## src/rtl/deque_with_listing_unit_assert.svh

```systemverilog
// Assertion macros for the deque_with_listing_unit RTL.
// Clock clk_i and reset rst_ni are taken from the enclosing module.
`ifndef DEQUE_WITH_LISTING_UNIT_ASSERT_SVH
`define DEQUE_WITH_LISTING_UNIT_ASSERT_SVH

`ifndef NO_ASSERTIONS

`define DWL_ASSERT_IMP(lbl, ante, cons, msg) \
  lbl: assert property (@(posedge clk_i) disable iff (!rst_ni) (ante) |-> (cons)) \
    else $error(msg);

`define DWL_ASSERT_NXT(lbl, ante, cons, msg) \
  lbl: assert property (@(posedge clk_i) disable iff (!rst_ni) (ante) |=> (cons)) \
    else $error(msg);

`else

`define DWL_ASSERT_IMP(lbl, ante, cons, msg)

`define DWL_ASSERT_NXT(lbl, ante, cons, msg)

`endif

`endif

```

## src/rtl/dwl_pkg.sv

```systemverilog
package dwl_pkg;

  localparam int unsigned DepthDef     = 16;
  localparam int unsigned DataWidthDef = 32;

  localparam int unsigned ValueWidth = 32;
  localparam int unsigned ItemWidth  = 32;

  typedef enum logic [2:0] {
    OP_PUSH_BACK  = 3'd0,
    OP_POP_FRONT  = 3'd1,
    OP_PUSH_FRONT = 3'd2,
    OP_POP_BACK   = 3'd3,
    OP_SWAP       = 3'd4,
    OP_LIST_FWD   = 3'd5,
    OP_LIST_BWD   = 3'd6
  } opcode_e;

  typedef enum logic [1:0] {
    ST_OK        = 2'd0,
    ST_UNDERFLOW = 2'd1,
    ST_OVERFLOW  = 2'd2
  } status_e;

endpackage

```

## src/rtl/dwl_mem.sv

```systemverilog
module dwl_mem #(
  parameter int unsigned DEPTH      = dwl_pkg::DepthDef,
  parameter int unsigned DATA_WIDTH = dwl_pkg::DataWidthDef
) (
  input  logic                          clk_i,
  input  logic                          we_i,
  input  logic [$clog2(DEPTH)-1:0]      waddr_i,
  input  logic [DATA_WIDTH-1:0]         wdata_i,
  input  logic [$clog2(DEPTH)-1:0]      raddr_i,
  output logic [DATA_WIDTH-1:0]         rdata_o
);
  import dwl_pkg::*;

  logic [DATA_WIDTH-1:0] mem_q [DEPTH];
  logic [DATA_WIDTH-1:0] rdata_q;

  always_ff @(posedge clk_i) begin
    if (we_i) begin
      mem_q[waddr_i] <= wdata_i;
    end
  end

  always_ff @(posedge clk_i) begin
    rdata_q <= mem_q[raddr_i];
  end

  assign rdata_o = rdata_q;

endmodule

```

## src/rtl/deque_with_listing_unit.sv

```systemverilog
// Channel   | Signals                                       | Handshake
// ----------+-----------------------------------------------+-------------------------------
// command   | opcode_i, value_i                             | start, taken when busy is low
// result    | item_o, last_o, empty_res_o, status_o         | valid_o, one cycle per transfer
//
// An operation is executed in the EXEC state and then listed entry by entry in the LIST
// state, or gives a single empty result when the queue ends empty; a swap on a nonempty
// queue passes through SWAP1, SWAP2 and SWAP3 first. One wrap adder forms every read address,
// and the single read port of the entry memory yields one listed entry per cycle. Reset clears
// pointers and sequencer; entry contents are not cleared.
// The receiver cannot stall: each result transfer is a single-cycle strobe on valid_o.
`include "deque_with_listing_unit_assert.svh"

module deque_with_listing_unit #(
  parameter int unsigned DEPTH      = dwl_pkg::DepthDef,
  parameter int unsigned DATA_WIDTH = dwl_pkg::DataWidthDef
) (
  input  logic                                clk_i,
  input  logic                                rst_ni,
  input  logic                                start,
  output logic                                busy,
  input  logic [2:0]                          opcode_i,
  input  logic signed [dwl_pkg::ValueWidth-1:0] value_i,
  output logic                                valid_o,
  output logic signed [dwl_pkg::ItemWidth-1:0]  item_o,
  output logic                                last_o,
  output logic                                empty_res_o,
  output logic [1:0]                          status_o
);
  import dwl_pkg::*;

  localparam int unsigned IW = (DEPTH > 1) ? $clog2(DEPTH) : 1;
  localparam int unsigned CW = $clog2(DEPTH + 1);
  localparam int unsigned SW = CW + 1;

  localparam logic [2:0] S_IDLE  = 3'd0;
  localparam logic [2:0] S_EXEC  = 3'd1;
  localparam logic [2:0] S_SWAP1 = 3'd2;
  localparam logic [2:0] S_SWAP2 = 3'd3;
  localparam logic [2:0] S_SWAP3 = 3'd4;
  localparam logic [2:0] S_LIST  = 3'd5;

  logic [2:0]            state_q, state_d;
  logic [IW-1:0]         head_q, head_d;
  logic [CW-1:0]         occ_q, occ_d;
  logic [CW-1:0]         cnt_q, cnt_d;
  logic [2:0]            op_q;
  logic [DATA_WIDTH-1:0] word_q;
  logic [DATA_WIDTH-1:0] tmp_q;
  logic [IW-1:0]         back_q;
  status_e               status_q, status_d;
  logic                  valid_q, valid_d;
  logic                  last_q, last_d;
  logic                  empty_q, empty_d;

  // shared ring address unit
  logic [CW-1:0]         offset;
  logic [SW-1:0]         sum;
  logic [IW-1:0]         pos;

  logic                  we;
  logic [IW-1:0]         waddr;
  logic [DATA_WIDTH-1:0] wdata;
  logic [DATA_WIDTH-1:0] rdata;
  logic [DATA_WIDTH-1:0] in_word;
  logic                  accept;

  assign accept = start && !busy;
  assign busy   = (state_q != S_IDLE);

  assign sum = SW'(head_q) + SW'(offset);
  assign pos = (sum >= SW'(DEPTH)) ? IW'(sum - SW'(DEPTH)) : IW'(sum);

  generate
    if (DATA_WIDTH >= ValueWidth) begin : g_win
      assign in_word = DATA_WIDTH'(value_i);
    end else begin : g_wnarrow
      assign in_word = value_i[DATA_WIDTH-1:0];
    end
    if (DATA_WIDTH >= ItemWidth) begin : g_iwide
      assign item_o = empty_q ? '0 : rdata[ItemWidth-1:0];
    end else begin : g_inarrow
      assign item_o = empty_q ? '0
                    : {{(ItemWidth-DATA_WIDTH){rdata[DATA_WIDTH-1]}}, rdata};
    end
  endgenerate

  dwl_mem #(
    .DEPTH      (DEPTH),
    .DATA_WIDTH (DATA_WIDTH)
  ) u_mem (
    .clk_i   (clk_i),
    .we_i    (we),
    .waddr_i (waddr),
    .wdata_i (wdata),
    .raddr_i (pos),
    .rdata_o (rdata)
  );

  always_comb begin
    state_d  = state_q;
    head_d   = head_q;
    occ_d    = occ_q;
    cnt_d    = cnt_q;
    status_d = status_q;
    valid_d  = 1'b0;
    last_d   = 1'b0;
    empty_d  = 1'b0;
    offset   = '0;
    we       = 1'b0;
    waddr    = pos;
    wdata    = word_q;

    unique case (state_q)
      S_IDLE: begin
        if (accept) begin
          state_d = S_EXEC;
        end
      end
      S_EXEC: begin
        status_d = ST_OK;
        unique case (op_q)
          OP_PUSH_BACK: begin
            offset = occ_q;
            if (occ_q == CW'(DEPTH)) begin
              status_d = ST_OVERFLOW;
            end else begin
              we    = 1'b1;
              occ_d = occ_q + 1'b1;
            end
          end
          OP_POP_FRONT: begin
            offset = CW'(1);
            if (occ_q == '0) begin
              status_d = ST_UNDERFLOW;
            end else begin
              head_d = pos;
              occ_d  = occ_q - 1'b1;
            end
          end
          OP_PUSH_FRONT: begin
            offset = CW'(DEPTH - 1);
            if (occ_q == CW'(DEPTH)) begin
              status_d = ST_OVERFLOW;
            end else begin
              we     = 1'b1;
              head_d = pos;
              occ_d  = occ_q + 1'b1;
            end
          end
          OP_POP_BACK: begin
            if (occ_q == '0) begin
              status_d = ST_UNDERFLOW;
            end else begin
              occ_d = occ_q - 1'b1;
            end
          end
          OP_SWAP: begin
            // offset zero: read the front entry
            if (occ_q == '0) begin
              status_d = ST_UNDERFLOW;
            end
          end
          default: begin
          end
        endcase
        cnt_d = '0;
        if (op_q == OP_SWAP && occ_q != '0) begin
          state_d = S_SWAP1;
        end else if (occ_d == '0) begin
          valid_d = 1'b1;
          last_d  = 1'b1;
          empty_d = 1'b1;
          state_d = S_IDLE;
        end else begin
          state_d = S_LIST;
        end
      end
      S_SWAP1: begin
        // front word arrives, read the back entry
        offset  = occ_q - 1'b1;
        state_d = S_SWAP2;
      end
      S_SWAP2: begin
        we      = 1'b1;
        waddr   = head_q;
        wdata   = rdata;
        state_d = S_SWAP3;
      end
      S_SWAP3: begin
        we      = 1'b1;
        waddr   = back_q;
        wdata   = tmp_q;
        state_d = S_LIST;
      end
      S_LIST: begin
        offset  = (op_q == OP_LIST_BWD) ? (occ_q - 1'b1 - cnt_q) : cnt_q;
        valid_d = 1'b1;
        last_d  = (cnt_q == occ_q - 1'b1);
        cnt_d   = cnt_q + 1'b1;
        if (last_d) begin
          state_d = S_IDLE;
        end
      end
      default: begin
        state_d = S_IDLE;
      end
    endcase
  end

  always_ff @(posedge clk_i or negedge rst_ni) begin
    if (!rst_ni) begin
      state_q  <= S_IDLE;
      head_q   <= '0;
      occ_q    <= '0;
      cnt_q    <= '0;
      status_q <= ST_OK;
      valid_q  <= 1'b0;
      last_q   <= 1'b0;
      empty_q  <= 1'b0;
    end else begin
      state_q  <= state_d;
      head_q   <= head_d;
      occ_q    <= occ_d;
      cnt_q    <= cnt_d;
      status_q <= status_d;
      valid_q  <= valid_d;
      last_q   <= last_d;
      empty_q  <= empty_d;
    end
  end

  always_ff @(posedge clk_i) begin
    if (accept) begin
      op_q   <= opcode_i;
      word_q <= in_word;
    end
    if (state_q == S_SWAP1) begin
      tmp_q  <= rdata;
      back_q <= pos;
    end
  end

  assign valid_o     = valid_q;
  assign last_o      = last_q;
  assign empty_res_o = empty_q;
  assign status_o    = status_q;

  `DWL_ASSERT_IMP(a_occ_range, 1'b1, occ_q <= CW'(DEPTH), "occupancy above depth")
  `DWL_ASSERT_NXT(a_last_gap, valid_o && last_o, !valid_o, "result right after final transfer")
  `DWL_ASSERT_NXT(a_accept_exec, accept, state_q == S_EXEC, "accepted command not executed")
  `DWL_ASSERT_IMP(a_empty_last, valid_o && empty_res_o, last_o && item_o == '0,
                  "empty result not final or nonzero")
  `DWL_ASSERT_IMP(a_ovf_full, state_q == S_EXEC && status_d == ST_OVERFLOW,
                  occ_q == CW'(DEPTH), "overflow flagged below depth")

endmodule

```

## config.mk

```make
export PLATFORM = sky130hd
export DESIGN_NAME = deque_with_listing_unit
export DESIGN_NICKNAME = d
export VERILOG_FILES = /design/src/rtl/dwl_pkg.sv /design/src/rtl/dwl_mem.sv /design/src/rtl/deque_with_listing_unit.sv
export VERILOG_INCLUDE_DIRS = /design/src /design/src/rtl
export SDC_FILE = /design/constraint.sdc
export NUM_CORES = 1
export LEC_CHECK = 0
export BUFFER_PORTS_ARGS = -buffer_cell sky130_fd_sc_hd__buf_2
export CAP_MARGIN = 15
export CORE_MARGIN = 2
export CORE_UTILIZATION = 58
export CTS_CLUSTER_SIZE = 20
export DETAILED_ROUTE_END_ITERATION = 6
export PLACE_DENSITY = 0.75
export SLEW_MARGIN = 0
export SYNTH_ARGS = -nofsm -noshare
export SYNTH_HDL_FRONTEND = slang
export SYNTH_SLANG_ARGS = --single-unit
export TNS_END_PERCENT = 100
```

## constraint.sdc

```tcl
create_clock -name clk_i -period 11.4 [get_ports clk_i]
set_clock_uncertainty 0.2 [all_clocks]
set_input_delay 0.57 -clock clk_i [delete_from_list [all_inputs] [get_ports clk_i]]
set_output_delay 0.57 -clock clk_i [all_outputs]
set_load 0.005 [all_outputs]
```

* Word-level counts from Yosys, hierarchy flattened
Memories as Yosys holds them, arrays and structs flattened. A register that Yosys moved wholly into a read port is not among the register bits.
Index checks and enable logic that the tools add are counted.
** Word-level totals
- Bits in registers :: 93
- Bits in writable memories :: 512
- Input bits :: 38
- Output and inout bits :: 38
- Logic and storage cells :: 86
- Memories :: 1
** Operators by class
- Add/subtract/negate cells :: 6
- $lt $le $gt $ge :: 1
- Equality and inequality tests :: 16
- Muxes and demuxes :: 33
- Reduce and logical (&&, ||, !) cells :: 17
** Memory list
- u_mem.mem_q :: words 16, bits a word 32, rd ports 1, clocked after Yosys merged registers in 1, wr ports 1, line dwl_mem.sv:14 : logic [DATA_WIDTH-1:0] mem_q [DEPTH];
** Operator list (number)
- 32-bit case mux with 2 select lines :: 1
- 32-bit two-way mux :: 1
- 5-bit case mux with 3 select lines :: 2
- 5-bit two-way mux :: 4
- 5-bit case mux with 2 select lines :: 2
- 3-bit case mux with 6 select lines :: 1
- 4-bit case mux with 2 select lines :: 2
- 3-bit by 2-bit equality test with 1-bit output, second input constant :: 4
- 3-bit equality test, second input constant :: 4
- 3-bit two-way mux :: 4
- 4-bit two-way mux :: 3
- 5-bit by 1-bit adder with 5-bit output, second input constant :: 2
- 5-bit logical NOT :: 2
- 1-bit two-way mux :: 8
- 2-bit != test, second input constant :: 4
- 4-bit by 5-bit adder with 6-bit output :: 1
- 3-bit by 1-bit equality test with 1-bit output, second input constant :: 2
- 6-bit by 5-bit >= comparator with 1-bit output, second input constant :: 1
- 3-bit logical NOT :: 2
- 1-bit case mux with 2 select lines :: 3
- 2-bit OR reduction :: 3
- 5-bit equality test :: 1
- 5-bit equality test, second input constant :: 1
- 5-bit nonzero test :: 1
- other kinds (12) :: 14

* Longest topological paths before layout
- Word-level depth :: 9
- Depth in mapped cells :: 18
- Mapped depth without buffers :: 15

* Modules after synthesis
From an unflattened synthesis, not the netlist that was laid out.
** Second synthesis, totals
- Cells, all modules :: 1276
- Area, all modules :: 24632.4 um^2
** Modules (own cells, without submodules)
- dwl_mem :: instances 1, cells each 838, area each 19835.3 um^2, sequential area each 16015.4 um^2
- deque_with_listing_unit :: instances 1, cells each 438, area each 4797.1 um^2, sequential area each 2682.6 um^2

* Worst setup path before layout
Ideal clock, no wire load.
- Kind :: reg-to-reg
- From :: register occ_q[1]
- To :: memory u_mem.mem_q[10][0] (netlist name), enable pin
- Setup time :: 421 ps
- Data arrival time :: 4590 ps
- Data required time :: 10779 ps
- Setup slack :: 6189 ps
- Cell stages (with the launch flop) :: 16
- Path buffers :: 3
- Period minus slack after synthesis :: 5211 ps
- Cell sequence :: dfrtp_1 clkbuf_1 inv_1 ha_1 inv_1 fa_1 mux2i_1 nor2_1 nor3_1 fa_1 clkbuf_1 o311ai_0 and2_1 clkbuf_1 nand2_1 nor2_1
** Between the ends
- Longest elaborated chain between the ends :: 8
- Elaborated cells between the ends (all ways) :: 16
- Classes of those cells :: add/sub (4); order compare (1); eq/ne (1); mux (10)
** Ends and longest elaborated chain
- start: declaration :: line deque_with_listing_unit.sv:45 : logic [CW-1:0] occ_q, occ_d;
- start signal: assignment :: line deque_with_listing_unit.sv:215 : occ_q <= '0;
- start signal: assignment :: line deque_with_listing_unit.sv:224 : occ_q <= occ_d;
- 5-bit by 1-bit subtractor with 5-bit output :: line deque_with_listing_unit.sv:181, deque_with_listing_unit.sv:197
- 5-bit subtractor :: line deque_with_listing_unit.sv:197 : offset = (op_q == OP_LIST_BWD) ? (occ_q - 1'b1 - cnt_q) : cnt_q;
- 5-bit two-way mux :: line deque_with_listing_unit.sv:197
- 5-bit case mux with 3 select lines :: line deque_with_listing_unit.sv:114 : unique case (state_q)
- 4-bit by 5-bit adder with 6-bit output :: line deque_with_listing_unit.sv:71 : assign sum = SW'(head_q) + SW'(offset);
- 6-bit by 5-bit >= comparator with 1-bit output / 4-bit by 1-bit subtractor with 4-bit output (equally long branches) :: line deque_with_listing_unit.sv:72 : assign pos = (sum >= SW'(DEPTH)) ? IW'(sum - SW'(DEPTH)) : IW'(sum);
- 4-bit two-way mux :: line deque_with_listing_unit.sv:72
- 4-bit case mux with 2 select lines :: line deque_with_listing_unit.sv:114
- end: declaration :: line dwl_mem.sv:14
Parallel ways exist; a longest one is shown, timed or not.

* Worst setup path in the final report
- From :: register state_q[1]
- To :: memory u_mem.mem_q[13][4] (netlist name), enable pin
** Between the ends
- Longest elaborated chain between the ends :: 6
- Elaborated cells between the ends (all ways) :: 15
- Classes of those cells :: add/sub (2); order compare (1); eq/ne (5); mux (6); reduce/logical (1)
** Ends and longest elaborated chain
- start: declaration :: line deque_with_listing_unit.sv:43 : logic [2:0] state_q, state_d;
- start signal: assignment :: line deque_with_listing_unit.sv:222 : state_q <= state_d;
- 3-bit equality test, or another cell as far along :: line deque_with_listing_unit.sv:114
- 5-bit case mux with 3 select lines * :: line deque_with_listing_unit.sv:114
- 4-bit by 5-bit adder with 6-bit output * :: line deque_with_listing_unit.sv:71
- 6-bit by 5-bit >= comparator with 1-bit output / 4-bit by 1-bit subtractor with 4-bit output (equally long branches) :: line deque_with_listing_unit.sv:72
- 4-bit two-way mux * :: line deque_with_listing_unit.sv:72
- named net pos[1] :: line deque_with_listing_unit.sv:59 : logic [IW-1:0] pos;
- 4-bit case mux with 2 select lines * :: line deque_with_listing_unit.sv:114
The timed path passes the listed nets; every way through them passes the cells marked *.

==> impl_metrics.env <==
export IMPL_r2r_end="u_mem.mem_q[13][4]"
export IMPL_critPathMaxFanout=70
export IMPL_diodes=0
export IMPL_synth_top_cell_area_share_pct=70.1
export IMPL_use_met2_pct=36.6
export IMPL_via_per_inst=6.04
export IMPL_ctsResizeCount=0
export IMPL_cp_startpoint="state_q[1]"
export IMPL_synth_seq_cells=637
export IMPL_peakVddDrop_mv=0.376
export IMPL_dr_pass1_iters=5
export IMPL_holdWs_ns=0.246
export IMPL_fin_crit_sh_pct=56.6
export IMPL_hold_buffers=36
export IMPL_cts_tree="built"
export IMPL_first_iter_violations=1002
export IMPL_hold_path_class="reg -> reg"
export IMPL_synth_top_cell_by_area="edfxtp_1"
export IMPL_crit_chain="nand2b_1 -> or3_1 -> a211o_1 -> o221ai_1 -> ha_4 -> inv_1 -> fa_4 -> inv_1 -> a22o_1 -> nand2_1 -> o311ai_0 -> nor2b_1 -> nand2_1 -> nor2_4 -> buf_4"
export IMPL_multi_input_area_sq_mm=0.00603
export IMPL_synth_nets=1342
export IMPL_initial_utilization_pct=58.4
export IMPL_antenna_left=0
export IMPL_critPathSlowestCell="fa_4"
export IMPL_drc_errors=0
export IMPL_ios=76
export IMPL_setup_viol=0
export IMPL_clock_latency_ns=0.62
export IMPL_async_flop_share_pct=3.45
export IMPL_ys_flop_type="edfxtp_1"
export IMPL_seqCellArea_sq_mm=0.0187
export IMPL_gr_usage_met1_pct=32.3
export IMPL_cts_reportedPaths_clkPinSlew_ns=0.06
export IMPL_power_density_mw_per_mm2=308
export IMPL_drv_cap=0
export IMPL_hpwl_um=26900
export IMPL_worstSetupEndpoint="u_mem.mem_q[13][4]"
export IMPL_cts_buffers=61
export IMPL_fin_setup_tns_ns=0
export IMPL_coreArea_sq_mm=0.0428
export IMPL_status="completed"
export IMPL_top_usage_layer="met2"
export IMPL_max_stage_delay_ns=1.54
export IMPL_cts_sinks=637
export IMPL_overflow=0
export IMPL_ff2ff_path_depth=15
export IMPL_yosysWarnings=0
export IMPL_grt_pass1_wl_um=74900
export IMPL_min_period_ns=6.46
export IMPL_grt_antenna_before_repair=0
export IMPL_worstSetupPathType="reg -> reg"
export IMPL_synth_edf_count=583
export IMPL_nNetsFinal=1458
export IMPL_syn_inst=1293
export IMPL_cp_end_kind="flop"
export IMPL_use_met3_pct=3.72
export IMPL_rows=76
export IMPL_num_vias=12100
export IMPL_cts_root_buffer="clkbuf_16"
export IMPL_die_area_sq_mm=0.0447
export IMPL_cp_required_ns=11.48
export IMPL_fillCellCount=2789
export IMPL_die_y_um=212
export IMPL_synth_area_top_cells="edfxtp_1 70%, mux4_2 12%, mux2i_1 4.0%"
export IMPL_routed_wl_um=49000
export IMPL_leakagePower_uw=0.00974
export IMPL_layout_cells_non_filler=2006
export IMPL_die_w_um=212
export IMPL_avgRoutedWirePerCell_um=24.4
export IMPL_worst_slack_ns=4.94
export IMPL_rr_startpoint="state_q[1]"
export IMPL_ff2ff_setup_slack_ns=4.94
export IMPL_dp_cells=1851
export IMPL_grt_max_degree=117
export IMPL_track_usage_pct=22.6
export IMPL_worstPathArrival_ns=6.54
export IMPL_netlist_area_sq_mm=0.0250
export IMPL_max_slew_worst_pin_slew_ns=1.21
export IMPL_portBuffers=75
export IMPL_start_kind="flop"
export IMPL_ys_types=58
export IMPL_preCtsSetupSlack_ns=5.06
export IMPL_grt_pass1_vias=12500
export IMPL_post_cts_buffers=0
export IMPL_final_max_slew_viol_count=0
export IMPL_hold_viol=0
export IMPL_synth_seq_area_share_pct=74.8
export IMPL_synthToLayoutAreaGrowth_pct=13.7
export IMPL_htree_levels=2
export IMPL_max_freq_mhz=155
export IMPL_synth_area_per_cell_sq_um=19.3
export IMPL_gp_congestion=0.836
export IMPL_slew_headroom_pct=19.5
export IMPL_rsz0062_at_grt="false"
export IMPL_drive_above_1_share_pct=23.4
export IMPL_clk_path_buf_depth=3
==> through the flow <==
step	util, %	cell area (sq um)	total power [uW]
2_1_floorplan	-	25000	5870
3_5_place_dp	60.6	25900	6810
5_1_grt	66.4	28400	9190
4_1_cts	66.1	28300	8840
3_3_place_gp	60.6	25900	6760
6_report	66.4	28400	8750
==> sequential cells by signal, indices dropped and copies added, names as in the netlist, 3 cells and up <==
name / cells
u_mem.mem_q: 512
tmp_q: 32
u_mem.rdata_o: 32
word_q: 32
cnt_q: 5
occ_q: 5
back_q: 4
head_q: 4
op_q: 3
state_q: 3
==> synthesized netlist by cell type, types with 6 or more instances <==
library cell and number:
mux2i_1 100, inv_1 15, clkbuf_1 54, dfrtp_1 22, nor2_1 29, xnor2_1 8
a22oi_1 32, ha_1 9, a21oi_1 11, nor2b_1 39, buf_1 14, nand3_1 9
and3_1 8, edfxtp_1 583, mux4_2 128, nand2_1 91, dfxtp_1 32, o21ai_0 21
nand2b_1 6, nor3_1 10, and2_1 6
==> where the power goes <==
| part | internal (uW) | switching [uW] |
|---|---|---|
| registers | 2960 | 132 |
| logic | 1720 | 1940 |
| clock network | 1160 | 839 |
| total | 5840 | 2910 |
==> layout make-up <==
type,instances,share of cell area (%)
flip-flops and latches,637,65.8
inverters,15,0.198
well taps,546,2.40
clock buffers,82,5.86
clock inverters,32,1.14
repair buffers,127,3.36
multi-input cells,567,21.2
==> worst max-delay path: cells and delay by family (launching register included) <==
family | cells | cell delay, ns
AOI/OAI and AO/OA | 4 | 0.91
adders and majority gates | 2 | 1.72
and+or+nand+nor | 6 | 2.05
buffers and inverters | 3 | 0.67
DFF | 1 | 0.52
==> cells by family (layout without fill, tap and decap cells) <==
logic type	count (synthesis)	in the layout	synth area share, %
mux	230	230	15.6
buf+inv	89	256	1.50
xor+xnor	11	11	0.386
fa+ha+maj	11	11	0.611
compound gates	98	98	2.72
flops	637	637	74.8
simple gates	217	217	4.29
==> worst min-delay path by stage <==
stage	from	to	slack (ns)	depth (start not counted)
3_3_place_gp	u_mem.rdata_o[1]	tmp_q[1]	0.23	0
3_5_place_dp	u_mem.rdata_o[2]	tmp_q[2]	0.23	0
4_1_cts	start	state_q[0]	0.24	4
6_report	u_mem.rdata_o[31]	tmp_q[31]	0.25	0
2_1_floorplan	rst_ni	cnt_q[0]	0.07	0
5_1_grt	u_mem.rdata_o[31]	tmp_q[31]	0.27	0
==> layer usage <==
metal	vias to the layer above	wire length [um]
met5	-	0
met4	0	1110
met3	82	2540
met2	353	23900
met1	6281	21400
li1	5396	-
==> cells in the final DEF (no fill, tap or decap), types with 32 or more instances in the layout <==
cell type / count
edfxtp_1: 583
mux4_2: 128
mux2i_1: 100
nand2_1: 91
buf_2: 75
clkbuf_16: 61
nor2b_1: 39
dlygate4sd3_1: 36
a22oi_1: 32
dfxtp_1: 32
Note: power is estimated with default switching activity, not from simulation.
